File: src/rtl/core/nldm_table_bilinear_interp_unit_defines.svh
// Assertion macros shared by the NLDM interpolation unit RTL.
// No dependencies; included by the files that carry assertions.
`ifndef NLDM_TABLE_BILINEAR_INTERP_UNIT_DEFINES_SVH
`define NLDM_TABLE_BILINEAR_INTERP_UNIT_DEFINES_SVH

// same-cycle implication
`define NTI_ASSERT_IMP(lbl, clk, rst, ante, cons) \
   lbl: assert property (@(posedge clk) disable iff (rst) (ante) |-> (cons)) \
      else $error("nti: assertion failed");

// next-cycle implication
`define NTI_ASSERT_NXT(lbl, clk, rst, ante, cons) \
   lbl: assert property (@(posedge clk) disable iff (rst) (ante) |=> (cons)) \
      else $error("nti: assertion failed");

`endif

File: src/rtl/core/nti_pkg.sv
// Package for the NLDM interpolation unit: sizes, codes, struct types, helpers.
// No dependencies.
package nti_pkg;

   localparam int AXIS_POINTS = 7;
   localparam int AX_IDX_W    = 3;
   localparam int TABLE_SIZE  = AXIS_POINTS * AXIS_POINTS;
   localparam int TABLE_COUNT = 18;
   localparam int TB_DEPTH    = TABLE_COUNT * TABLE_SIZE;
   localparam int TB_ADDR_W   = 10;
   localparam int VAL_W       = 24;

   // datapath widths
   localparam int STG_W  = 37;   // load-stage value after clamp
   localparam int DIFF_W = 38;   // difference of two stage values
   localparam int MUL_W  = 24;   // |q - p_lo| and |p_hi - p_lo|
   localparam int DEN_W  = 25;   // signed axis differences, also 2*|d|
   localparam int PROD_W = 61;
   localparam int NUM_W  = 63;
   localparam int QUOT_W = 64;

   localparam logic [1:0] REQ_WR_LOAD  = 2'd0;
   localparam logic [1:0] REQ_WR_TRANS = 2'd1;
   localparam logic [1:0] REQ_WR_TABLE = 2'd2;
   localparam logic [1:0] REQ_QUERY    = 2'd3;

   localparam logic [1:0] GATE_NAND2   = 2'd2;
   localparam logic [1:0] TKIND_NONE   = 2'd3;

   localparam logic AX_LOAD  = 1'b0;
   localparam logic AX_TRANS = 1'b1;

   typedef struct packed {
      logic                   wr_en;
      logic [1:0]             wr_tgt;
      logic [AX_IDX_W-1:0]    wr_ax_idx;
      logic [TB_ADDR_W-1:0]   wr_tb_addr;
      logic [VAL_W-1:0]       wr_data;
      logic                   ax_sel;
      logic [AX_IDX_W-1:0]    ax_addr;
      logic [TB_ADDR_W-1:0]   tb_addr;
   } st_cmd_type;

   typedef struct packed {
      logic                     start;
      logic signed [DIFF_W-1:0] mult_a;
      logic signed [DEN_W-1:0]  mult_b;
      logic signed [DEN_W-1:0]  divisor;
   } md_req_type;

   typedef struct packed {
      logic                     done;
      logic signed [QUOT_W-1:0] quot;
   } md_rsp_type;

   function automatic logic [TB_ADDR_W-1:0] tb_base(input logic [1:0] gate,
                                                     input logic [1:0] tkind,
                                                     input logic       rise);
      logic [1:0] g;
      logic [4:0] tsel;
      g    = (gate > GATE_NAND2) ? GATE_NAND2 : gate;
      tsel = ({3'b0, g} * 5'd3 + {3'b0, tkind}) * 5'd2 + {4'b0, rise};
      return {5'b0, tsel} * TB_ADDR_W'(TABLE_SIZE);
   endfunction

   function automatic logic [TB_ADDR_W-1:0] cell_off(input logic [AX_IDX_W-1:0] row,
                                                      input logic [AX_IDX_W-1:0] col);
      return TB_ADDR_W'(row) * TB_ADDR_W'(AXIS_POINTS) + TB_ADDR_W'(col);
   endfunction

   function automatic logic signed [STG_W-1:0] stage_clamp(input logic signed [QUOT_W-1:0] v);
      logic [QUOT_W-STG_W:0] hi;
      hi = v[QUOT_W-1:STG_W-1];
      if (hi == '0 || hi == '1)
         return v[STG_W-1:0];
      else if (v[QUOT_W-1])
         return {1'b1, {(STG_W-1){1'b0}}};
      else
         return {1'b0, {(STG_W-1){1'b1}}};
   endfunction

endpackage

File: src/rtl/core/nti_muldiv.sv
// Shared sequential unit: round-to-nearest of (a * b) / d, shift-add multiply
// then restoring divide, one bit per cycle. Depends on nti_pkg and the defines header.
`include "nldm_table_bilinear_interp_unit_defines.svh"

module nti_muldiv (
   input  logic                clock,
   input  logic                reset,
   input  nti_pkg::md_req_type md_req,
   output nti_pkg::md_rsp_type md_rsp
);
   import nti_pkg::*;

   localparam logic [1:0] PH_IDLE = 2'd0;
   localparam logic [1:0] PH_MUL  = 2'd1;
   localparam logic [1:0] PH_DIV  = 2'd2;
   localparam logic [1:0] PH_DONE = 2'd3;

   logic [1:0]               ph_ff, ph_in;
   logic [5:0]               cnt_ff, cnt_in;
   logic                     neg_ff, neg_in;
   logic [PROD_W-1:0]        mcand_ff, mcand_in;
   logic [MUL_W-1:0]         mplier_ff, mplier_in;
   logic [PROD_W-1:0]        acc_ff, acc_in;
   logic [MUL_W-1:0]         ud_ff, ud_in;
   logic [NUM_W-1:0]         num_ff, num_in;
   logic [DEN_W-1:0]         rem_ff, rem_in;
   logic signed [QUOT_W-1:0] quot_ff, quot_in;

   logic [DIFF_W-1:0] a_abs;
   logic [DEN_W-1:0]  b_abs;
   logic [DEN_W-1:0]  d_abs;
   logic [PROD_W-1:0] acc_step;
   logic [DEN_W-1:0]  den;
   logic [DEN_W:0]    rem_sh;
   logic              take;
   logic [DEN_W:0]    rem_sub;
   logic [QUOT_W-1:0] qpos;

   always_comb begin
      a_abs    = md_req.mult_a[DIFF_W-1] ? (~md_req.mult_a + 1'b1) : md_req.mult_a;
      b_abs    = md_req.mult_b[DEN_W-1] ? (~md_req.mult_b + 1'b1) : md_req.mult_b;
      d_abs    = md_req.divisor[DEN_W-1] ? (~md_req.divisor + 1'b1) : md_req.divisor;
      acc_step = mplier_ff[0] ? (acc_ff + mcand_ff) : acc_ff;
      den      = {ud_ff, 1'b0};
      rem_sh   = {rem_ff, num_ff[NUM_W-1]};
      take     = (rem_sh >= {1'b0, den});
      rem_sub  = take ? (rem_sh - {1'b0, den}) : rem_sh;
      qpos     = {1'b0, num_ff[NUM_W-2:0], take};

      ph_in     = ph_ff;
      cnt_in    = cnt_ff;
      neg_in    = neg_ff;
      mcand_in  = mcand_ff;
      mplier_in = mplier_ff;
      acc_in    = acc_ff;
      ud_in     = ud_ff;
      num_in    = num_ff;
      rem_in    = rem_ff;
      quot_in   = quot_ff;

      case (ph_ff)
         PH_IDLE: begin
            if (md_req.start) begin
               neg_in    = md_req.mult_a[DIFF_W-1] ^ md_req.mult_b[DEN_W-1]
                         ^ md_req.divisor[DEN_W-1];
               mcand_in  = {{(PROD_W-DIFF_W+1){1'b0}}, a_abs[DIFF_W-2:0]};
               mplier_in = b_abs[MUL_W-1:0];
               ud_in     = d_abs[MUL_W-1:0];
               acc_in    = '0;
               cnt_in    = '0;
               ph_in     = PH_MUL;
            end
         end
         PH_MUL: begin
            acc_in    = acc_step;
            mcand_in  = {mcand_ff[PROD_W-2:0], 1'b0};
            mplier_in = {1'b0, mplier_ff[MUL_W-1:1]};
            cnt_in    = cnt_ff + 6'd1;
            if (cnt_ff == 6'(MUL_W-1)) begin
               // numerator 2|n| + |d|, so the floor below rounds half away from zero
               num_in = {1'b0, acc_step, 1'b0} + NUM_W'(ud_ff);
               rem_in = '0;
               cnt_in = '0;
               ph_in  = PH_DIV;
            end
         end
         PH_DIV: begin
            rem_in = rem_sub[DEN_W-1:0];
            num_in = {num_ff[NUM_W-2:0], take};
            cnt_in = cnt_ff + 6'd1;
            if (cnt_ff == 6'(NUM_W-1)) begin
               quot_in = neg_ff ? -$signed(qpos) : $signed(qpos);
               ph_in   = PH_DONE;
            end
         end
         default: begin
            ph_in = PH_IDLE;
         end
      endcase
   end

   always_ff @(posedge clock) begin
      if (reset) begin
         ph_ff <= PH_IDLE;
      end else begin
         ph_ff <= ph_in;
      end
      cnt_ff    <= cnt_in;
      neg_ff    <= neg_in;
      mcand_ff  <= mcand_in;
      mplier_ff <= mplier_in;
      acc_ff    <= acc_in;
      ud_ff     <= ud_in;
      num_ff    <= num_in;
      rem_ff    <= rem_in;
      quot_ff   <= quot_in;
   end

   assign md_rsp.done = (ph_ff == PH_DONE);
   assign md_rsp.quot = quot_ff;

   `NTI_ASSERT_IMP(a_start_idle, clock, reset, md_req.start, ph_ff == PH_IDLE)
   `NTI_ASSERT_NXT(a_done_pulse, clock, reset, md_rsp.done, ph_ff == PH_IDLE)
   `NTI_ASSERT_IMP(a_rem_below_den, clock, reset, ph_ff == PH_DIV, rem_ff < den)
endmodule

File: config.mk
export PLATFORM = sky130hd
export DESIGN_NAME = nti_muldiv
export DESIGN_NICKNAME = d
export VERILOG_FILES = /design/src/rtl/core/nti_pkg.sv /design/src/rtl/core/nti_muldiv.sv
export VERILOG_INCLUDE_DIRS = /design/src /design/src/rtl/core
export SDC_FILE = /design/constraint.sdc
export NUM_CORES = 1
export LEC_CHECK = 0
export BUFFER_PORTS_ARGS = -buffer_cell sky130_fd_sc_hd__buf_2
export CAP_MARGIN = 20
export CORE_ASPECT_RATIO = 0.5
export CORE_MARGIN = 8
export CORE_UTILIZATION = 56
export DETAILED_ROUTE_END_ITERATION = 16
export GPL_TIMING_DRIVEN = 0
export PLACE_DENSITY = 0.77
export SYNTH_ARGS = -nofsm -noshare
export SYNTH_HDL_FRONTEND = slang
export SYNTH_SLANG_ARGS = --single-unit
File: constraint.sdc
create_clock -name clock -period 6.2 [get_ports clock]
set_input_delay 0.93 -clock clock [delete_from_list [all_inputs] [get_ports clock]]
set_output_delay 0.93 -clock clock [all_outputs]
set_load 0.005 [all_outputs]
Word-level counts from Yosys, hierarchy flattened

Index checks and enable logic that the tools add are counted.

Bitwise logic cells: 5
Magnitude comparators: 1
Eq/ne operators: 8
Add/subtract/negate cells: 8
Multiplexer cells: 23
Reductions and logical operators: 10

Operators with widths:

| operator              | number |
|---|---|
| $pmux 61 s2           | 2 |
| $mux 61               | 3 |
| $mux 63               | 2 |
| $pmux 63 s2           | 1 |
| $mux 24               | 3 |
| $neg 63->64           | 1 |
| $add 62x24->63        | 1 |
| $add 61x61->61        | 1 |
| $mux 25               | 2 |
| $pmux 25 s2           | 1 |
| $add 24x1->24 const B | 2 |
| $not 24->24           | 2 |
| $pmux 24 s2           | 1 |
| $add 37x1->37 const B | 1 |
| $mux 37               | 1 |
| $not 37->37           | 1 |
| $ge 26x25->1          | 1 |
| $sub 25x25->25        | 1 |
| $pmux 6 s3            | 1 |
| $mux 6                | 2 |
| $reduce_and 2->1      | 5 |
| $add 6x1->6 const B   | 1 |
| $eq 6x5->1 const B    | 1 |
| $eq 6x6->1 const B    | 1 |
| other kinds (10)      | 17 |

Flip-flop bits (word level): 331
Input port bits: 91
Output and inout bits: 65
Word-level logic and storage cells: 66

Depth between registers and ports, before layout

Gate-level depths: netlist of the first run.

Word-level depth: 5
Depth in mapped cells: 24
Depth with buffers taken out: 23

Worst setup path before layout of the first run

OpenSTA, ideal clock, no wires.

Path type: flip-flop to flip-flop
Start: register ph_ff[0]
End: register num_ff[0] (enable)
Buffers on the path: 3
Stages on the path, launching flop included: 8
Arrival time: 5.497 ns
Path slack: 0.140 ns
Setup time: 0.564 ns
Required time: 5.636 ns
Period minus slack after synthesis: 6.060 ns
Cells stage by stage: dfxtp_1 -> inv_1 -> ha_1 -> clkbuf_1 -> inv_1 -> clkbuf_1 -> buf_1 -> a21oi_1

Longest elaborated chain between the ends: 3
Elaborated cells between the ends (all ways): 5
Classes of those cells: 3 x eq/ne; 2 x reduce/logical

RTL lines:

| element                                                          | line              | source |
|---|---|---|
| start: declaration                                               | nti_muldiv.sv:18  | `logic [1:0] ph_ff, ph_in;` |
| start signal: assignment                                         | nti_muldiv.sv:106 | `ph_ff <= ph_in;` |
| $eq 2x1->1 or $eq 2x2->1 (tied branches)                         | nti_muldiv.sv:61  | `case (ph_ff)` |
| $ne 2x2->1 (no source line) or $reduce_bool 2->1 (tied branches) | n/a               |  |
| $reduce_and 2->1 (no source line) (*)                            | n/a               |  |
| end signal: assignment                                           | nti_muldiv.sv:114 | `num_ff <= num_in;` |
| end: declaration                                                 | nti_muldiv.sv:25  | `logic [NUM_W-1:0] num_ff, num_in;` |

Every way passes the cells marked *; elsewhere a longest branch is shown, timed or not.
A chain may end at the register's enable or synchronous reset.

Final worst setup path of the first run

Start: register mcand_ff[15]
End: register num_ff[44] (data pin)

Longest elaborated chain between the ends: 5

RTL lines:

| element                  | line              | source |
|---|---|---|
| start: declaration       | nti_muldiv.sv:21  | `logic [PROD_W-1:0] mcand_ff, mcand_in;` |
| start signal: assignment | nti_muldiv.sv:110 | `mcand_ff <= mcand_in;` |
| $add 61x61->61           | nti_muldiv.sv:43  | `acc_step = mplier_ff[0] ? (acc_ff + mcand_ff) : acc_ff;` |
| $mux 61                  | nti_muldiv.sv:43  |  |
| $add 62x24->63           | nti_muldiv.sv:81  | `num_in = {1'b0, acc_step, 1'b0} + NUM_W'(ud_ff);` |
| $mux 63                  | nti_muldiv.sv:79  | `if (cnt_ff == 6'(MUL_W-1)) begin` |
| $pmux 63 s2              | nti_muldiv.sv:61  |  |
| via num_in[44]           | nti_muldiv.sv:25  |  |

The timed path passes the listed nets, and every way through them passes these cells. The select of a mux whose other input is x is not followed.

==> results of run 1 <==
## final cells by class
type,count,area share
antenna,1,0.0000957
buffer,111,0.0169
clock buffer,40,0.0310
clock inverter,14,0.00646
inverter,71,0.0103
multi-input combinational,1949,0.493
sequential,331,0.379
tap,550,0.0263
timing repair buffer,166,0.0370
## routing by layer
metal | track usage | up-vias | wire (um)
li1 | - | 9646 | -
met1 | 0.352 | 9797 | 28700
met2 | 0.427 | 827 | 30100
met3 | 0.0474 | 94 | 5750
met4 | 0.0586 | 0 | 1380
met5 | 0 | - | 0
## Yosys cell counts, drive strengths merged (57+ instances only)
cell type and number:
a21oi 154, and2 61, clkbuf 104, edfxtp 329, ha 118, inv 69, nand2 276, nor2 162
nor3 57, o21ai 228, o31ai 67, xnor2 141, xor2 87
## tightest hold or removal path, stage by stage, from the launching register on
cell      delay, ps
edfxtp_1        320
nand2_1          40
o21ai_0          60
## repair_timing
item                                    in CTS  in global routing
pin swaps                                    0                  1
buffers inserted                             0                  3
endpoints found under the hold margin        0                  0
gates resized for setup                     14                 15
endpoints found under the setup margin      68                 36
hold buffers                                 0                  0
## cell families (layout without fill, tap and decap cells)
family,after synthesis,in the layout,synth area share
and+or+nand+nor,839,839,0.179
xor gates and xnor gates,228,228,0.0853
muxes,49,49,0.0224
adders and majority gates,121,121,0.0656
other,0,1,0
AOI/OAI and AO/OA,712,712,0.194
buffers and inverters,184,402,0.0299
DFF,331,331,0.424
## cell usage in the layout (no fill, tap or decap), types with 26 or more instances in the layout
cell type and instances:
edfxtp_1 329, nand2_1 276, o21ai_0 226, nor2_1 160
buf_2 157, a21oi_1 152, xnor2_1 141, ha_1 118
clkbuf_1 105, xor2_1 87, inv_1 68, o31ai_1 63
and2_1 60, nor3_1 53, a21o_1 44, nand3_1 41
nand4_1 37, or3_1 34, o41ai_1 31, clkbuf_16 31
mux2_2 28, or4_1 26
## flip-flops by register name (all words and copies together), names as in the netlist
register and flops:
acc_ff 61, cnt_ff 6, num_ff 63, rem_ff 25
ph_ff 2, neg_ff 1, mplier_ff 24, quot_ff 64
mcand_ff 61, ud_ff 24
## final timing paths
path | to | slack [ps] | start
setup reg to reg | num_ff[44] | 200 | mcand_ff[15]
setup / recovery | num_ff[44] | 200 | mcand_ff[15]
hold reg to reg | mplier_ff[5] | 530 | mplier_ff[6]
hold / removal | mplier_ff[5] | 530 | mplier_ff[6]
## per-stage QoR
stage / hold slack, ps / cell area [sq um] / std cells / setup WS [ps] / utilization
final: 530 / 26200 / 3233 / 197 / 0.629
after CTS: 504 / 26100 / 3227 / 37.5 / 0.627
after global routing: 510 / 26200 / 3232 / -11.4 / 0.629
after detailed placement: 517 / 25100 / 3175 / -1730 / 0.603
after floorplan: 500 / 23400 / 2464 / 140 / -
after global placement: 504 / 24900 / 3167 / -2740 / 0.598
==> metrics.cfg, run 1 <==
[global_routing]
grt_first_pass_wirelength_um=104000
gr-total-overflow=0
grt_pass1_vias=19400
grt_antenna_before_repair=0
grt_use_total=0.258
grt_max_degree=62

[run]
maxCapViolations=0

[floorplan]
die_h_um=161
initial_core_util=0.563
num_io_pins=156
rows=53
die_w_um=305
coreArea_sq_um=41600
die_area_sq_um=49000

[worst_setup_path]
cp_slowest_cell=o31ai_1
cp.arrival_ps=6430
cp_slowest_stage_delay_ps=840
critPathLaunchType=flip-flop
path_depth=14
endpoint_kind=flip-flop
crit_type=reg -> reg
critPathRequiredTime_ps=6620
path_cells=ha_1, clkbuf_1, nand2_1, o21ai_0, a21oi_1, o31ai_1, o21ai_0, nor3b_1, o31ai_1, nand4b_1, or3_1, clkbuf_1, o31a_1, o31ai_1
crit_path_frequent_cell=o31ai_1
worstPathMaxFanout=9
crit_buf_inv=2
rr_worst_depth=14
cpLargestDelayFamily=compound AO/OA/AOI/OAI gates

[synthesis]
synthesis.nets=2676
syn_inst=2464
syn_avg_cell_area_sq_um=9.50
post-synth-top-area-cell=edfxtp_1
synth_ff_type=edfxtp_1
seq_area_frac_synth=0.424
synth_edf_count=329
yosys-top-cells-area=edfxtp_1, ha_1, xnor2_1
yosysWarningCount=0
yosysUniqueCellTypes=81
synthArstFlopShare=0
syn_area_sq_um=23400
yosysTopAreaCellShare=0.422
ys_ff_latch=331

[clock_tree]
clk_latency_ps=600
htreeDepth=1
path_clk_slew_ps=70
cts_root_buf=clkbuf_16
cts_tree=done
cts_buffers=31
clk_path_buf_depth=3
cts.sinks=331

[timing]
slew_violations=0
period_needed_ps=6000
hold_viol=0
setup_viol=0
setup_tns_ps=0
relSlewSlack=0.312
period_share=0.968
finClkSkew_ps=21.8
fmax_mhz=167
worstMarginPinSlew_ps=1030

[final_layout]
fillers=3483
area_growth_pct=11.7
ff_latch_area_sq_um=9920
nets=2873
drive_gt1_frac=0.111
multi_input_area_sq_um=12900

[outcome]
status=completed

[placed_design]
dp.final_hpwl_um=51100
gp_congestion=0.946
io_buffer_count=153

[routing]
drtIter0Drc=2019
via_per_inst=6.30
remaining_drc_errors=0
routed-via-count=20400
wl_per_cell_um=20.4
first_pass_iters=5
antenna_left=0
wl_um=65900

[hold_path]
hp-class=reg -> reg
hold_depth=2

Power of run 1 is not shown: default switching activity piles up to over one toggle a cycle in this logic, so the estimate is an artifact.
==> inputs of run 2 (changes only) <==
MAX_ROUTING_LAYER = met4   (was unset)
clock period = 5.3 ns   (was 6.2 ns; I/O delays follow)
==> run 2 against run 1 <==
Maximum frequency up 17%. Sequential cell count did not move. First-iteration DRC count rose by 12%. Utilization is 2.0 points higher. Largest cell class unchanged. Highest routed layer unchanged. Worst hold slack worse by 88 ps. Die area is the same. Critical path depth is 3 higher. Sequential share of layout area shrank 1.2 points. Wire length rose by 4.3%. Non-clock buffer count is 20 higher. Worst setup slack lost 31 ps.
==> metrics.cfg, run 2 (same netlist as run 1, synthesis figures left out) <==
[routing]
wl_per_cell_um=21.1
remaining_drc_errors=0
drtIter0Drc=2264
antenna_left=0
via_per_inst=6.31
first_pass_iters=6
wl_um=68700
routed-via-count=20600

[placed_design]
gp_congestion=0.949
placedCellCount=3175
io_buffer_count=153
dp.final_hpwl_um=51700
pre_cts_ws_ps=-2360

[final_layout]
multi_input_area_sq_um=13400
fillers=3336
top_regs=quot_ff (64), num_ff (63)
mostFrequentLayoutCells=edfxtp_1, nand2_1, o21ai_0
layout_commonest_cell=edfxtp_1
antennaDiodeCount=0
largest_register_ffs=64
area_growth_pct=15.2
drive_gt1_frac=0.150
finalNonFillerCells=3260
ff_latch_area_sq_um=9920
nets=2896
top_register=quot_ff

[clock_tree]
htreeDepth=2
path_clk_slew_ps=70
cts.sinks=331
clk_path_buf_depth=3
clk_latency_ps=560
cts_tree=done
cts_buffers=34
cts_root_buf=clkbuf_16
hold_buffers=0

[global_routing]
grt_pass1_vias=19700
grt_max_degree=62
grt_antenna_before_repair=0
gr-total-overflow=0
grt_use_total=0.273
grt_first_pass_wirelength_um=106000

[floorplan]
die_h_um=161
num_io_pins=156
die_w_um=305
rows=53
die_area_sq_um=49000
initial_core_util=0.563
coreArea_sq_um=41600

[hold_path]
min-delay-start=reset
hp-class=in -> reg

[worst_setup_path]
worstPathMaxFanout=8
cp.arrival_ps=5390
r2r_start=mcand_ff[15]
crit_path_start=mcand_ff[15]
ff2ff_setup_slack_ps=170
critPathLaunchType=flip-flop
crit_type=reg -> reg
endpoint_kind=flip-flop
critPathRequiredTime_ps=5560

[timing]
setup_viol=0
setup_tns_ps=0
worstMarginPinSlew_ps=1180
hold_viol=0
finalHoldWorstSlack_ps=442
relSlewSlack=0.215
period_needed_ps=5130
period_share=0.969
slew_violations=0
fmax_mhz=195
finClkSkew_ps=21.1
setup_ws_ps=167

[outcome]
status=completed

[run]
maxCapViolations=0

-- run 2: final timing paths --
path / to / cells past startpoint
hold / removal: ph_ff[0] / 2
setup / recovery: num_ff[53] / 17
hold reg to reg: mplier_ff[6] / 2
setup reg to reg: num_ff[53] / 17
-- run 2: routing by layer --
| metal | vias to the layer above | wire length, um | global-route usage |
|---|---|---|---|
| li1 | 9691 | - | - |
| met1 | 9865 | 29300 | 0.366 |
| met2 | 920 | 31700 | 0.435 |
| met3 | 105 | 6150 | 0.0451 |
| met4 | 0 | 1550 | 0.0650 |
| met5 | - | 0 | - |
-- run 2: metrics by stage --
stage / cell area, sq um / utilization
detailed placement: 25100 / 0.603
floorplan: 23400 / -
global route: 27000 / 0.649
CTS: 26500 / 0.636
global placement: 24900 / 0.598
finish: 27000 / 0.649
-- run 2: final cells by class --
type	count	area share
clock buffers	44	0.0352
well taps	550	0.0255
plain buffers	102	0.0158
multi-input cells	1949	0.496
inverters	71	0.00988
clock inverters	18	0.00663
repair buffers	195	0.0437
flip-flops and latches	331	0.368
-- run 2: timing repair --
item                       CTS  global route
hold endpoints to repair     0             0
resized for setup           51            79
buffers inserted            11            22
pin swaps                    7            25
setup endpoints to repair   81            44
-- run 2: critical path, stage by stage, from the launching register on --
cell and delay (ps):
edfxtp_1 440, ha_1 480, a21oi_1 170, o21ai_0 450, nor3_1 130, a31oi_2 360
xnor2_1 180, a21oi_1 130, ha_1 410, nand4_1 190, buf_4 190, nor3_4 250
o22ai_4 120, nor3_4 260, nand3_4 150, or3_4 410, nor4b_1 400, o31ai_2 110
Power of run 2 is left out for the same reason.
==> inputs of run 3 (changes only) <==
CORE_UTILIZATION = 53   (was 56)
GPL_TIMING_DRIVEN = unset   (was 0)
PLACE_DENSITY = 0.73   (was 0.77)
RECOVER_POWER = 50   (was unset)
==> run 3 against run 2 <==
The run now ends with capacitance limit, slew limit left. Final cell count is 1.6% lower. Via count is 5.3% lower. Sequential share of layout area is 1.3 points higher. Worst hold slack worse by 70 ps. Design area down 3.5%. Non-clock buffer count down 86. Critical path depth increased by 5. Critical endpoint is now num_ff[54]. Largest cell class unchanged.
==> metrics.cfg, run 3 (same netlist as run 1, synthesis figures left out) <==
[placed_design]
io_buffer_count=155
gp_congestion=0.972
placedCellCount=3146
dp.final_hpwl_um=44100

[worst_setup_path]
crit_type=reg -> reg
rr_worst_depth=22
critPathRequiredTime_ps=5610
timing.rr.end=num_ff[54]
ff2ff_setup_slack_ps=240
critPathLaunchType=flip-flop
crit_path_start=acc_ff[0]
cp.arrival_ps=5370
critPathCapture=num_ff[54]
worstPathMaxFanout=7
r2r_start=acc_ff[0]
endpoint_kind=flip-flop

[timing]
fmax_mhz=198
finClkSkew_ps=38.6
hold_viol=0
finalHoldWorstSlack_ps=372
period_share=0.954
relSlewSlack=-0.667
setup_viol=0
period_needed_ps=5060
worstMarginPinSlew_ps=2500
slew_violations=148

[final_layout]
drive_gt1_frac=0.110
antennaDiodeCount=0
layout_commonest_cell=edfxtp_1
top_regs=quot_ff (64), num_ff (63)
finalNonFillerCells=3208
mostFrequentLayoutCells=edfxtp_1, nand2_1, o21ai_0
area_growth_pct=11.3
top_register=quot_ff
fillers=3749
largest_register_ffs=64
nets=2808

[global_routing]
grt_use_total=0.228
grt_antenna_before_repair=0
grt_first_pass_wirelength_um=95500
grt_max_degree=101
grt_pass1_vias=18600
gr-total-overflow=0

[floorplan]
coreArea_sq_um=43600
initial_core_util=0.537
die_h_um=165
die_w_um=313
num_io_pins=156
rows=54
die_area_sq_um=51600

[power_and_ir_drop]
p_per_area_nw_per_um2=773
p_leak_nw=9.38
power_mw=20.1
peakVddDrop_uv=360

[clock_tree]
path_clk_slew_ps=70
cts_buffers=31
clk_latency_ps=600
cts.sinks=331
cts_tree=done
cts_root_buf=clkbuf_16
htreeDepth=1
hold_buffers=0
clk_path_buf_depth=3

[routing]
drtIter0Drc=1650
antenna_left=0
routed-via-count=19500
wl_per_cell_um=18.5
via_per_inst=6.08
wl_um=59400
first_pass_iters=5
remaining_drc_errors=0

[run]
maxCapViolations=3

[hold_path]
hp-class=in -> reg

[outcome]
status=complete, but fails checks
violations=capacitance limit, slew limit

## run 3: cell types whose count changed in the layout (fill, tap and decap cells not counted), sizes merged
cell    before  now
buf        206  143
clkinv      13   15
clkbuf     135  103
bufinv       2    4
or3         41   42
## run 3: critical path: stages (launching register included)
cell       delay, ps
edfxtp_1         360
ha_2             210
inv_1             60
fa_1             400
nand2b_4         170
nand2b_1          70
a21oi_1           70
xnor2_1          130
mux2_2           300
ha_1             360
a2111o_1         400
o21bai_1         200
a311o_1          440
o2bb2ai_2        160
a21oi_1          230
o21bai_1         200
nor3_2           110
nand3_2          150
buf_4            180
nor3_1            50
buf_4            170
a21boi_0         230
o31ai_1          140
## run 3: layout make-up
cell class              instances  area (sq um)  area share
multi-input cells            1950         13000       0.499
clock buffers                  35           791      0.0304
flip-flops and latches        331          9920       0.381
repair buffers                211          1110      0.0428
clock inverters                22           218     0.00836
inverters                      71           267      0.0102
well taps                     588           736      0.0282
## run 3: worst min path at each step
stage / cells past startpoint / slack (ps) / to / startpoint
3_3_place_gp: 2 / 510 / mplier_ff[4] / mplier_ff[5]
4_1_cts: 2 / 340 / ph_ff[0] / reset
2_1_floorplan: 2 / 500 / mplier_ff[0] / mplier_ff[1]
5_1_grt: 2 / 350 / ph_ff[1] / reset
3_5_place_dp: 2 / 520 / mplier_ff[13] / mplier_ff[14]
6_report: 2 / 370 / ph_ff[0] / reset
## run 3: per-layer routing
layer / GRT usage / part of all wire
met1: 0.293 / 0.44
met2: 0.381 / 0.48
met3: 0.0340 / 0.059
met4: 0.0603 / 0.025
met5: - / 0
## run 3: metrics by stage
| stage | setup TNS, ps | instance area (sq um) | utilization | setup WS, ps |
|---|---|---|---|---|
| 3_5_place_dp | -14.1 | 24900 | 0.572 | -14.1 |
| 6_report | 0 | 26000 | 0.598 | 242 |
| 3_3_place_gp | 0 | 24900 | 0.572 | 117 |
| 4_1_cts | 0 | 26000 | 0.596 | 51.2 |
| 5_1_grt | -92.0 | 26000 | 0.598 | -83.0 |
| 2_1_floorplan | 0 | 23400 | - | 70.6 |
## run 3: power by group
part | switching (mW) | internal, mW | leakage (nW) | total (mW)
registers | 0.848 | 4.76 | 3.17 | 5.60
logic | 7.44 | 4.79 | 5.72 | 12.2
clock network | 1.03 | 1.27 | 0.483 | 2.29
total | 9.32 | 10.8 | 9.38 | 20.1
## run 3: what timing repair did
| action | CTS | global route |
|---|---|---|
| resized for setup | 1 | 42 |
| buffers inserted | 0 | 4 |
| cloned | 0 | 1 |
| hold endpoints to repair | 0 | 0 |
| setup endpoints to repair | 1 | 41 |
| pin swaps | 0 | 12 |
Note: power is estimated with default switching activity, not from simulation.
